### config.mk
export PLATFORM = sky130hd
export DESIGN_NAME = pulse_width_key_code_decoder
export DESIGN_NICKNAME = d
export VERILOG_FILES = /design/src/hdl/pwkcd_pkg.sv /design/src/hdl/pulse_width_key_code_decoder.sv
export SDC_FILE = /design/constraint.sdc
export NUM_CORES = 1
export LEC_CHECK = 0
export BUFFER_PORTS_ARGS = -buffer_cell sky130_fd_sc_hd__buf_2
export CORE_UTILIZATION = 50
export CTS_CLUSTER_SIZE = 14
export DETAILED_ROUTE_END_ITERATION = 10
export PLACE_DENSITY = 0.69
export SLEW_MARGIN = 0
export SYNTH_ARGS = -nofsm -noshare
export SYNTH_HDL_FRONTEND = slang
export SYNTH_SLANG_ARGS = --single-unit
export TNS_END_PERCENT = 30
### constraint.sdc
create_clock -name clk -period 3.3 [get_ports clk]
set_clock_uncertainty 0.2 [all_clocks]
set_input_delay 0.495 -clock clk [delete_from_list [all_inputs] [get_ports clk]]
set_output_delay 0.495 -clock clk [all_outputs]
set_load 0.02 [all_outputs]
### src/hdl/pwkcd_pkg.sv
`timescale 1ns / 1ps
// ----------------------------------------------------------------------------
// Pulse width key code decoder package
// Register indexes, register reset values and field widths shared by the
// decoder and its checker.
// ----------------------------------------------------------------------------
package pwkcd_pkg;

	localparam int REG_INDEX_W = 1;
	localparam int REG_DATA_W  = 8;
	localparam int KEY_W       = 6;
	localparam int IN_TDATA_W  = 8;
	localparam int OUT_TDATA_W = 8;

	typedef enum logic [REG_INDEX_W-1:0] {
		REG_START_THRESHOLD = 1'b0,
		REG_BIT_THRESHOLD   = 1'b1
	} reg_index_t;

	localparam logic [REG_DATA_W-1:0] START_THRESHOLD_RESET = 8'd30;
	localparam logic [REG_DATA_W-1:0] BIT_THRESHOLD_RESET   = 8'd3;

endpackage

### src/hdl/pulse_width_key_code_decoder.sv
`timescale 1ns / 1ps
// ----------------------------------------------------------------------------
// Pulse width key code decoder
// Each input word is one sample of a serial line. The decoder waits for a long
// low start period, follows a fixed run of lead edges, then measures the high
// width of the data pulses and latches the resulting code for good.
// ----------------------------------------------------------------------------
// Every accepted sample yields exactly one output word, registered in the cycle
// after it is taken. A new sample is accepted in every cycle while the output
// register is empty or being drained, so the sustained rate is one sample per
// clock while the output is not stalled; a single output register lies between
// the input handshake and the output port. The word reports done and the code,
// which stays zero until the code has been latched.
module pulse_width_key_code_decoder #(
	parameter int DATA_BITS   = 6,
	parameter int LEAD_EDGES  = 18,
	parameter int COUNT_WIDTH = 8
) (
	input  logic                                clk,
	input  logic                                arst_n,
	input  logic                                wr_en,
	input  logic [pwkcd_pkg::REG_INDEX_W-1:0]   wr_index,
	input  logic [pwkcd_pkg::REG_DATA_W-1:0]    wr_data,
	input  logic                                s_axis_tvalid,
	output logic                                s_axis_tready,
	input  logic [pwkcd_pkg::IN_TDATA_W-1:0]    s_axis_tdata,  // [0] line_level
	output logic                                m_axis_tvalid,
	input  logic                                m_axis_tready,
	output logic [pwkcd_pkg::OUT_TDATA_W-1:0]   m_axis_tdata   // [0] done_res, [6:1] key_value
);
	import pwkcd_pkg::*;

	localparam int DONE_PHASE = LEAD_EDGES + 2 * DATA_BITS;
	localparam int PHASE_W    = $clog2(DONE_PHASE + 1);
	localparam int CMP_W      = (COUNT_WIDTH > REG_DATA_W) ? COUNT_WIDTH : REG_DATA_W;
	localparam logic [COUNT_WIDTH-1:0] CNT_MAX = {COUNT_WIDTH{1'b1}};

	logic [REG_DATA_W-1:0]  start_thr_q;
	logic [REG_DATA_W-1:0]  bit_thr_q;
	logic [PHASE_W-1:0]     phase_q;
	logic [PHASE_W-1:0]     phase_d;
	logic [COUNT_WIDTH-1:0] tick_q;
	logic [COUNT_WIDTH-1:0] tick_d;
	logic [DATA_BITS-1:0]   code_q;
	logic [DATA_BITS-1:0]   code_d;
	logic                   captured_q;
	logic                   captured_d;
	logic                   out_valid_q;
	logic                   out_done_q;
	logic [KEY_W-1:0]       out_key_q;

	logic                   in_accept;
	logic                   high;
	logic                   done_now;
	logic [COUNT_WIDTH-1:0] tick_inc;
	logic [PHASE_W-1:0]     rel;
	logic [PHASE_W-2:0]     bit_idx;
	logic [CMP_W-1:0]       tick_ext;
	logic [CMP_W-1:0]       start_ext;
	logic [CMP_W-1:0]       bit_ext;
	logic [KEY_W+DATA_BITS-1:0] code_ext;

	assign in_accept     = s_axis_tvalid && s_axis_tready;
	assign s_axis_tready = !out_valid_q || m_axis_tready;
	assign high          = s_axis_tdata[0];
	assign done_now      = (phase_q == PHASE_W'(DONE_PHASE)) || captured_q;
	assign tick_inc      = (tick_q == CNT_MAX) ? tick_q : tick_q + 1'b1;
	assign rel           = phase_q - PHASE_W'(LEAD_EDGES + 1);
	assign bit_idx       = rel[PHASE_W-1:1];
	assign tick_ext      = CMP_W'(tick_q);
	assign start_ext     = CMP_W'(start_thr_q);
	assign bit_ext       = CMP_W'(bit_thr_q);
	assign code_ext      = {{KEY_W{1'b0}}, code_q};

	always_comb begin
		phase_d    = phase_q;
		tick_d     = tick_q;
		code_d     = code_q;
		captured_d = captured_q;
		if (done_now) begin
			captured_d = 1'b1;
		end else if (phase_q == '0) begin
			if (!high) begin
				tick_d = tick_inc;
			end else begin
				if (tick_ext > start_ext) begin
					phase_d = PHASE_W'(1);
				end
				tick_d = '0;
			end
		end else if (phase_q <= PHASE_W'(LEAD_EDGES)) begin
			if (phase_q[0] != high) begin
				phase_d = phase_q + 1'b1;
			end
		end else if (!rel[0]) begin
			if (high) begin
				tick_d = tick_inc;
			end else begin
				for (int i = 0; i < DATA_BITS; i++) begin
					if (bit_idx == (PHASE_W-1)'(DATA_BITS - 1 - i)) begin
						code_d[i] = tick_ext > bit_ext;
					end
				end
				phase_d = phase_q + 1'b1;
				tick_d  = '0;
			end
		end else if (high) begin
			phase_d = phase_q + 1'b1;
		end
	end

	always_ff @(posedge clk or negedge arst_n) begin
		if (!arst_n) begin
			start_thr_q <= START_THRESHOLD_RESET;
			bit_thr_q   <= BIT_THRESHOLD_RESET;
		end else if (wr_en) begin
			unique case (reg_index_t'(wr_index))
				REG_START_THRESHOLD: start_thr_q <= wr_data;
				REG_BIT_THRESHOLD:   bit_thr_q   <= wr_data;
				default: ;
			endcase
		end
	end

	always_ff @(posedge clk or negedge arst_n) begin
		if (!arst_n) begin
			phase_q    <= '0;
			tick_q     <= '0;
			code_q     <= '0;
			captured_q <= 1'b0;
		end else if (in_accept) begin
			phase_q    <= phase_d;
			tick_q     <= tick_d;
			code_q     <= code_d;
			captured_q <= captured_d;
		end
	end

	always_ff @(posedge clk or negedge arst_n) begin
		if (!arst_n) begin
			out_valid_q <= 1'b0;
		end else if (in_accept) begin
			out_valid_q <= 1'b1;
		end else if (m_axis_tready) begin
			out_valid_q <= 1'b0;
		end
	end

	always_ff @(posedge clk) begin
		if (in_accept) begin
			out_done_q <= done_now;
			out_key_q  <= done_now ? code_ext[KEY_W-1:0] : '0;
		end
	end

	assign m_axis_tvalid = out_valid_q;
	assign m_axis_tdata  = OUT_TDATA_W'({out_key_q, out_done_q});

endmodule

Yosys cells after proc, flatten, opt, wreduce, memory -nomap -nowiden. Cells that the tools add are included.

Flip-flop bits (word level): 44. Input bits: 22. Output and inout bits: 10. Word-level logic and storage cells: 75.

Add/sub/neg operators: 3. Order comparisons: 3. Equality and inequality tests: 15. Muxes and demuxes: 16. Bitwise logic cells: 6. Reduce and logical (&&, ||, !) cells: 18.

Operators with widths (count): $reduce_and 7->1 (7); $mux 8 (6); $mux 5 (8); $gt 8x8->1 (2); $add 8x1->8 const B (1); $eq 4x2->1 const B (2); $eq 4x3->1 const B (2); $eq 8x8->1 const B (1); $ne 3x2->1 const B (2); $not 1->1 (6); $reduce_and 2->1 (3); $add 5x1->5 const B (1); $eq 5x5->1 const B (1); $le 5x5->1 const B (1); $logic_not 5->1 (1); $sub 5x5->5 const B (1); $eq 4x1->1 const B (1); $logic_not 4->1 (1); $ne 2x1->1 const B (2); $ne 2x2->1 const B (2); $ne 4x1->1 const B (1); $reduce_and 4->1 (1); $logic_or 1x1->1 (2); $mux 1 (2); 4 further kinds (4).

Longest topological paths before layout.
Depth in word-level cells: 6. Gate-level depth with buffers: 8. Gate-level depth less buffers: 7.

Least setup slack after synthesis. Ideal clock, no wire load.

Path kind: reg2reg. Start: reg phase_q[0]. End: reg code_q[2]. Setup time: 0.125 ns. Data arrival time: 2.170 ns. Required time: 2.975 ns. Setup slack: 0.806 ns. Stages on the path, launching flop included: 8. Path buffers: 0. Period minus slack after synthesis: 2.494 ns. Cells stage by stage: dfrtp_1 inv_1 ha_1 a41oi_1 o2111ai_1 or4_1 nor2_1 mux2_2.

Longest elaborated chain between the ends: 4. Elaborated cells between the ends (all ways): 11. Classes of those cells: add/sub: 1; order compare: 1; eq/ne: 2; bitwise: 4; reduce/logical: 3.

Ends and longest elaborated chain: start: declaration (RTL line pulse_width_key_code_decoder.sv:40) `logic [PHASE_W-1:0] phase_q;`; start signal: assignment (RTL line pulse_width_key_code_decoder.sv:132) `phase_q <= phase_d;`; parallel branches: the longest is 3 deep, another holds $sub 5x5->5; $reduce_and 7->1 (no line) *; end signal: assignment (RTL line pulse_width_key_code_decoder.sv:134) `code_q <= code_d;`; end: declaration (RTL line pulse_width_key_code_decoder.sv:44) `logic [DATA_BITS-1:0] code_q;`.

Every way passes the cells marked *. A chain may end at the register's enable or synchronous reset.

Worst setup path after layout.
Start: reg phase_q[0]. End: reg code_q[3].

Same word-level chain as after synthesis.

==> results.sh <==
export IMPL_status="finished, final reports clean"
export IMPL_startpoint_type="flop"
export IMPL_drc=0
export IMPL_synth_yosys_seq_area_share_pct=44.39
export IMPL_synth_mux_area_share_pct=7.382
export IMPL_cp_slowest_cell="or4_1"
export IMPL_rsz0062_at_grt="no"
export IMPL_synth_area_per_cell_sq_um=10.56
export IMPL_crit_path_max_fanout=9
export IMPL_fillers=428
export IMPL_syn_inst=244
export IMPL_max_clock_freq_mhz=359.8
export IMPL_synth_compound_area_share_pct=13.06
export IMPL_setup_viol=0
export IMPL_dp_hpwl_microns=3316
export IMPL_die_area_sq_um=5443
export IMPL_top_usage_layer="met2"
export IMPL_cts_sinks=44
export IMPL_gp_congestion=0.8240
export IMPL_rows=25
export IMPL_synth_fa_ha_area_share_pct=11.17
export IMPL_relSlewSlack_pct=44.30
export IMPL_clkTransAtPathRegs_ns=0.08
export IMPL_cpPeakStageDelay_ns=0.55
export IMPL_max_slew_worst_pin_slew_ns=0.8354
export IMPL_cts_tree="built"
export IMPL_synth_cell_types=53
export IMPL_num_vias=1787
export IMPL_p_per_area_nw_per_um2=591.9
export IMPL_grt_pass1_wl_microns=7790
export IMPL_cts_max_level=2
export IMPL_io_pin_count=32
export IMPL_fin_tns_setup_ns=0
export IMPL_coreArea_sq_um=4848
export IMPL_fin_cells=335
export IMPL_cp_end_kind="flop"
export IMPL_grt_max_degree=38
export IMPL_cts_hold_buf=0
export IMPL_yosys_warnings=0
export IMPL_peakVddDrop_mv=0.3740
export IMPL_grt_use_total_pct=19.25
export IMPL_n_antenna_cell=0
export IMPL_wl_microns=4452
export IMPL_antenna_found_initial=0
export IMPL_use_met3_pct=4.252
export IMPL_place_inst=327
export IMPL_synth_top_family_by_area="simple AND/OR/NAND/NOR gates"
export IMPL_p_total_mw=1.665
export IMPL_crit_chain="inv_1, ha_1, a41oi_1, o2111ai_1, or4_1, nor2_1, mux2_2"
export IMPL_nets=312
export IMPL_worst_path_buf_inv=1
export IMPL_hold_viol=0
export IMPL_use_met2_pct=32.52
export IMPL_syn_area_sq_um=2576
export IMPL_ys_flop_type="dfrtp_1"
export IMPL_min_path_type="in -> async"
export IMPL_die_w_microns=73.78
export IMPL_io_buffers=23
export IMPL_synth_edf_count=7
export IMPL_routed_via_density=5.334
export IMPL_dr_first_iter_drc_count=147
export IMPL_drive_gt1_share_pct=22.76
export IMPL_seq_area_sq_um=1144
export IMPL_critical_path_class="reg -> reg"
export IMPL_post_cts_setup_buffers=0
export IMPL_max_cap_violations=0
export IMPL_die_height_microns=73.78
export IMPL_synthToLayoutAreaGrowth_pct=9.228
export IMPL_p_leak_nw=1.292
export IMPL_syn_nets=289
export IMPL_grt_pass1_vias=1662
export IMPL_crit_arrival_ns=2.77
export IMPL_wire_per_inst_microns=13.29
export IMPL_cts_buffers=5
export IMPL_firstDrtPassIters=4
export IMPL_crit_family="simple AND/OR/NAND/NOR gates"
export IMPL_clockBufferDepth=2
export IMPL_clk_latency_ns=0.30
export IMPL_ant_nets=0
export IMPL_period_minus_slack_ns=2.779
export IMPL_start_util_pct=53.14
export IMPL_required_ns=3.29
export IMPL_synth_xor_area_share_pct=3.060
export IMPL_multi_input_comb_area_sq_um=1297
export IMPL_synthSimpleGateAreaFrac_pct=15.54
export IMPL_grt_ovfl_total=0
export IMPL_clockRootBuffer="clkbuf_8"
export IMPL_drv_slew=0
export IMPL_ys_async_sr_fraction_pct=84.09
export IMPL_ys_seq_elements=44
export IMPL_cts_resized=0
export IMPL_grtUsageMet1_pct=24.19
export IMPL_fin_crit_sh_pct=84.23
-- Yosys cell counts (2+ instances only) --
master     instances  share of area, %
dfrtp_1           31                30
ha_1              23                11
inv_1             21               3.1
nand2_1           18               2.6
mux2_2            16               7.0
o21ai_0           12               2.3
nor2_1            11               1.6
a21oi_1            8               1.6
and2_1             7               1.7
edfxtp_1           7               8.2
nand3_1            7               1.4
dfstp_2            6               6.1
nor3_1             6               1.2
xnor2_1            5               1.7
nand4_1            4              0.97
o211ai_1           4               1.2
xor2_1             4               1.4
and3_1             3              0.73
buf_2              3              0.58
nor2b_1            3              0.73
or4_1              3              0.87
a211oi_1           2              0.58
a21o_1             2              0.58
a31oi_1            2              0.49
buf_4              2              0.58
buf_6              2              0.87
nand2b_1           2              0.49
nand3b_1           2              0.58
nor2_2             2              0.49
o2111ai_1          2              0.68
o22a_1             2              0.68
-- logic make-up after synthesis --
kind of cell / Yosys count
other cells: 1
buf+inv: 29
compound gates: 46
xor+xnor: 9
flops: 44
mux: 17
fa+ha+maj: 23
simple gates: 75
-- registers in the layout, summed over array words and instances (netlist names) --
register,flops
m_axis_tvalid,1
bit_ext,8
tick_ext,8
code_q,6
out_key_q,6
out_done_q,1
start_ext,8
captured_q,1
phase_q,5
-- per-layer routing --
| layer | vias up | part of all wire (%) | wire, microns |
|---|---|---|---|
| li1 | 916 | - | - |
| met1 | 829 | 48 | 2157 |
| met2 | 33 | 47 | 2089 |
| met3 | 9 | 2.8 | 125 |
| met4 | 0 | 1.8 | 80 |
| met5 | - | 0 | 0 |
-- final timing paths --
path | startpoint | cells after the start | to | slack [ns]
max reg2reg | phase_q[0]$_DFFE_PN0P_ | 7 | code_q[3]$_DFFE_PN0P_ | 0.52
max in group asynchronous | arst_n | 1 | code_q[4]$_DFFE_PN0P_ | 2.28
min reg2reg | code_q[0]$_DFFE_PN0P_ | 1 | code_q[0]$_DFFE_PN0P_ | 0.30
max | phase_q[0]$_DFFE_PN0P_ | 7 | code_q[3]$_DFFE_PN0P_ | 0.52
min | arst_n | 1 | phase_q[2]$_DFFE_PN0P_ | 0.09
min in group clk | wr_data[1] | 3 | start_ext[1]$_DFFE_PN1P_ | 0.21
-- power breakdown --
| part | total (mW) | internal, mW | switching (mW) |
|---|---|---|---|
| Clock | 0.333 | 0.146 | 0.187 |
| Combinational | 0.588 | 0.246 | 0.342 |
| Sequential | 0.744 | 0.637 | 0.108 |
| Total | 1.67 | 1.03 | 0.636 |
-- layout make-up --
cell class	count	share of cell area [%]
inverters	21	2.801
well taps	67	2.979
multi-input cells	171	46.11
clock inverters	3	0.6670
clock buffers	5	2.446
repair buffers	24	4.358
flip-flops and latches	44	40.64
-- through the flow --
step | setup slack (ns) | utilization [%] | hold slack (ns) | cell area (sq um)
floorplan | 0.8055 | - | -0.0005910 | 2576
global placement | 0.5827 | 56.23 | 0.2832 | 2726
detailed placement | 0.5556 | 56.23 | 0.2886 | 2726
CTS | 0.5245 | 58.04 | 0.1224 | 2814
global route | 0.2256 | 58.04 | 0.1651 | 2814
finish | 0.5205 | 58.04 | 0.08719 | 2814
-- cells in the final DEF, fill, tap and decap left out, drive strengths merged, types with 3 or more instances in the layout --
cell	instances
o211ai	4
nand3	7
nor3	6
o21ai	12
ha	23
clkbuf	5
mux2	16
nor2	13
xor2	4
nor2b	3
edfxtp	7
buf	24
or4	3
nand4	4
nand2	18
dfrtp	31
and2	7
inv	21
a211oi	3
xnor2	5
and3	3
a21oi	9
dfstp	6
(Power assumes the default switching activity.)
